File: config.mk
export PLATFORM = sky130hd
export DESIGN_NAME = palcc_queue
export DESIGN_NICKNAME = d
export VERILOG_FILES = /design/src/design/palcc_pkg.sv /design/src/design/palcc_queue.sv
export SDC_FILE = /design/constraint.sdc
export NUM_CORES = 1
export LEC_CHECK = 0
export ABC_AREA = 0
export ABC_CLOCK_PERIOD_IN_PS = 4210
export BUFFER_PORTS_ARGS = -buffer_cell sky130_fd_sc_hd__buf_2
export CAP_MARGIN = 25
export CELL_PAD_IN_SITES_DETAIL_PLACEMENT = 0
export CELL_PAD_IN_SITES_GLOBAL_PLACEMENT = 1
export CORE_MARGIN = 8
export CORE_UTILIZATION = 44
export DETAILED_ROUTE_END_ITERATION = 6
export PLACE_DENSITY = 0.84
export SETUP_SLACK_MARGIN = 0.15
export SLEW_MARGIN = 10
export SYNTH_ARGS = -nofsm -noshare
export SYNTH_HDL_FRONTEND = slang
export SYNTH_SLANG_ARGS = --single-unit
File: constraint.sdc
create_clock -name clk_i -period 4.21 [get_ports clk_i]
set_input_delay 0.421 -clock clk_i [delete_from_list [all_inputs] [get_ports clk_i]]
set_output_delay 0.421 -clock clk_i [all_outputs]
set_load 0.01 [all_outputs]
File: src/design/palcc_pkg.sv
package palcc_pkg;

  localparam int CHANNELS    = 32;
  localparam int TABLE_DEPTH = 128;
  localparam int QUEUE_DEPTH = 2;

  localparam int CHAN_W  = 5;
  localparam int ENTRY_W = 7;
  localparam int COLOR_W = 12;
  localparam int LSTEP_W = 7;
  localparam int SPEED_W = 8;
  localparam int BLEND_W = 8;
  localparam int POS_W   = 8;
  localparam int FUNC_W  = 3;

  localparam int CH_W     = (CHANNELS > 1) ? $clog2(CHANNELS) : 1;
  localparam int TBL_SIZE = CHANNELS * TABLE_DEPTH;
  localparam int TBL_AW   = $clog2(TBL_SIZE);
  localparam int QP_W     = (QUEUE_DEPTH > 1) ? $clog2(QUEUE_DEPTH) : 1;
  localparam int QC_W     = $clog2(QUEUE_DEPTH + 1);

  localparam logic [FUNC_W-1:0] FUNC_TICK   = 3'd0;
  localparam logic [FUNC_W-1:0] FUNC_LOAD   = 3'd1;
  localparam logic [FUNC_W-1:0] FUNC_START  = 3'd2;
  localparam logic [FUNC_W-1:0] FUNC_STATIC = 3'd3;
  localparam logic [FUNC_W-1:0] FUNC_BLEND  = 3'd4;
  localparam logic [FUNC_W-1:0] FUNC_SETPOS = 3'd5;
  localparam logic [FUNC_W-1:0] FUNC_STOP   = 3'd6;

  typedef enum logic [2:0] {
    OP_TICK,
    OP_LOAD,
    OP_START,
    OP_STATIC,
    OP_BLEND,
    OP_SETPOS,
    OP_STOP
  } op_e;

  typedef struct packed {
    logic [FUNC_W-1:0]  func;
    logic [CHAN_W-1:0]  channel;
    logic [ENTRY_W-1:0] entry;
    logic [COLOR_W-1:0] color;
    logic [LSTEP_W-1:0] last_step;
    logic [SPEED_W-1:0] speed;
    logic [BLEND_W-1:0] blend;
  } cmd_t;

  typedef struct packed {
    logic [CHAN_W-1:0]  out_channel;
    logic [COLOR_W-1:0] out_color;
    logic               last;
  } result_t;

  typedef struct packed {
    op_e                op;
    logic [CHAN_W-1:0]  channel;
    logic [ENTRY_W-1:0] entry;
    logic [COLOR_W-1:0] color;
    logic [LSTEP_W-1:0] last_step;
    logic [SPEED_W-1:0] speed;
    logic [BLEND_W-1:0] blend;
  } q_item_t;

endpackage

File: src/design/palcc_queue.sv
module palcc_queue (
  input  logic               clk_i,
  input  logic               rst_ni,
  input  logic               push_i,
  input  palcc_pkg::q_item_t item_i,
  input  logic               pop_i,
  output palcc_pkg::q_item_t item_o,
  output logic               valid_o,
  output logic               full_o
);

  palcc_pkg::q_item_t                 slot_q [palcc_pkg::QUEUE_DEPTH];
  logic [palcc_pkg::QP_W-1:0]         wp_q, wp_d;
  logic [palcc_pkg::QP_W-1:0]         rp_q, rp_d;
  logic [palcc_pkg::QC_W-1:0]         cnt_q, cnt_d;

  assign valid_o = cnt_q != '0;
  assign full_o  = cnt_q == palcc_pkg::QC_W'(palcc_pkg::QUEUE_DEPTH);
  assign item_o  = slot_q[rp_q];

  always_comb begin
    wp_d  = wp_q;
    rp_d  = rp_q;
    cnt_d = cnt_q;
    if (push_i) begin
      wp_d = (wp_q == palcc_pkg::QP_W'(palcc_pkg::QUEUE_DEPTH - 1)) ? '0 : wp_q + 1'b1;
    end
    if (pop_i) begin
      rp_d = (rp_q == palcc_pkg::QP_W'(palcc_pkg::QUEUE_DEPTH - 1)) ? '0 : rp_q + 1'b1;
    end
    if (push_i && !pop_i) begin
      cnt_d = cnt_q + 1'b1;
    end else if (pop_i && !push_i) begin
      cnt_d = cnt_q - 1'b1;
    end
  end

  always_ff @(posedge clk_i or negedge rst_ni) begin
    if (!rst_ni) begin
      wp_q  <= '0;
      rp_q  <= '0;
      cnt_q <= '0;
    end else begin
      wp_q  <= wp_d;
      rp_q  <= rp_d;
      cnt_q <= cnt_d;
    end
  end

  always_ff @(posedge clk_i) begin
    if (push_i) begin
      slot_q[wp_q] <= item_i;
    end
  end

endmodule

==> qor.yml <==
status: "complete, no violations"
start_util_pct: 44.7
die_w_um: 112
ctsResizeCount: 0
period_minus_slack_ps: 2410
fin_skew_ps: 10.2
num_vias: 1867
maxCapViolations: 0
grt-ovfl-total: 0
routed_via_density: 4.66
clkTransAtPathRegs_ps: 100
ys_seq_elements: 104
start_kind: "register"
drive_gt1_share_pct: 60.3
min_path_cells: 1
power_density_nw_per_um2: 627
clock_path_buffers: 2
final_nets: 340
critPathArrivalTime_ps: 1990
clk_latency_ps: 350
r2r_slack_ps: 2390
slew_violations: 0
max_freq_ghz: 0.414
yosysWarnings: 0
antenna_cells: 0
cts_num_sinks: 104
cellLeakagePower_uw: 0.00195
avgRoutedWirePerCell_um: 16.7
grt_pass1_wl_mm: 10.4
syn-num-nets: 227
critPathKind: "reg2out"
hold_slack_ps: 249
synthCells: 172
avgSynthCellArea_um2: 23.5
routed_wl_mm: 6.71
min_from: "item_i[34]"
synth-seq-area-share_pct: 76.6
syn_to_final_growth_pct: 18.8
rsz0062_at_grt: "no"
vdd_drop_max_v: 0.000324
postCtsHoldBufs: 1
fp.dieH_um: 112
grt_pass1_vias: 2127
cts_tree: "built"
reg2reg_from: "wp_q$_DFFE_PN0P_"
numCtsBuffers: 9
cts_setup_buffers: 0
io_buffers: 105
die_area_um2: 12500
place_congestion: 0.633
grt_use_total_pct: 10.9
reg2regPathDepth: 2
worst_pin_slew_ps: 946
ys_types: 14
io_pins: 106
cp-end-kind: "output port"
synthesis.area_um2: 4050
required_ps: 3790
setup_viol: 0
cp_max_fo: 51
antenna_found_initial: 1
core_area_um2: 9060
dr.pass1.iters: 4
slew_headroom_pct: 36.9
placementRows: 35
hp-class: "in2reg"
htree_levels: 3
dr.first_iter.drc_count: 85
min_period_over_period_pct: 57.3
drc: 0
cts_root_buf: "clkbuf_8"
grt_max_degree: 52
tns_ps: 0
detail-route-antenna-nets: 0
whs_endpoint: "slot_q[0][34]$_DFFE_PP_"
hold_viol: 0
r2r_end: "slot_q[0][32]$_DFFE_PP_"
post-route-util_pct: 53.1
-- registers in the layout, summed over array words and instances (netlist names) --
register,flops
cnt_q,2
wp_q,1
slot_q,100
rp_q,1
-- worst max-delay path, stage by stage, from the launching register on --
cell and delay [ps]:
dfrtp_4 1050, mux2_2 410, buf_2 140
-- stage by stage --
stage                     cell area, um2  setup slack (ps)  total power (uW)  std cells
after floorplan                     4050              1110              2280        172
after global placement              4630              2160              2510        384
after detailed placement            4630              2160              2530        384
after CTS                           4810              1760              3070        401
after global routing                4810              1690              3180        401
final                               4810              1800              3010        401
-- cell usage after synthesis, drive strengths merged --
library cell    n  area, um2
or2             1       6.26
xor2            4       35.0
xnor2           1       8.76
inv             1       3.75
ha              1       12.5
buf             6        111
and2            1       6.26
nor2            1       3.75
nor2b           2       12.5
dfrtp           4        100
edfxtp        100       3000
mux2           50        747
-- power breakdown --
group	total (uW)	switching (uW)	internal, uW
Combinational	913	376	537
Clock	538	320	218
Sequential	1560	188	1370
-- metal layers --
metal  global-route usage, %  part of all wire [%]  up-vias
met2                    18.5                    51       67
met1                    11.1                    39      899
li1                        -                     -      891
met3                    6.39                   9.0        8
met5                       0                  0.15        -
met4                    2.97                  0.98        2
-- kinds of logic (layout without fill, tap and decap cells) --
family	count (synthesis)	after routing	synth area share, %
flip-flops	104	104	76.6
AND/OR/NAND/NOR	5	5	0.711
multiplexers	50	50	18.4
XOR/XNOR	5	5	1.08
buffers and inverters	7	125	2.84
adder cells (fa/ha/maj)	1	1	0.309
-- layout by cell type (no fill, tap or decap), drive strengths merged --
cell	count
inv	3
clkinv	3
nor2b	2
and2	1
ha	1
nor2	1
buf	107
edfxtp	100
dlygate4sd3	1
dfrtp	4
xnor2	1
mux2	50
xor2	4
clkinvlp	1
or2	1
clkbuf	10
-- how the worst max path moves through the flow --
stage                           from                     end  slack, ps
global route        rp_q$_DFFE_PN0P_              item_o[29]       1690
global placement    rp_q$_DFFE_PN0P_              item_o[29]       2160
finish              rp_q$_DFFE_PN0P_              item_o[29]       1800
detailed placement  rp_q$_DFFE_PN0P_              item_o[29]       2160
CTS                 rp_q$_DFFE_PN0P_              item_o[29]       1760
floorplan                     push_i  slot_q[0][0]$_DFFE_PP_       1110
-- area by class of cell --
class | instances | area, um2
fill | 736 | 4250
clock buffer | 10 | 128
tap | 111 | 139
sequential | 104 | 3110
timing repair buffer | 108 | 551
multi-input combinational | 61 | 841
inverter | 1 | 3.75
clock inverter | 6 | 42.5
Power figures use the tool's default switching activity.
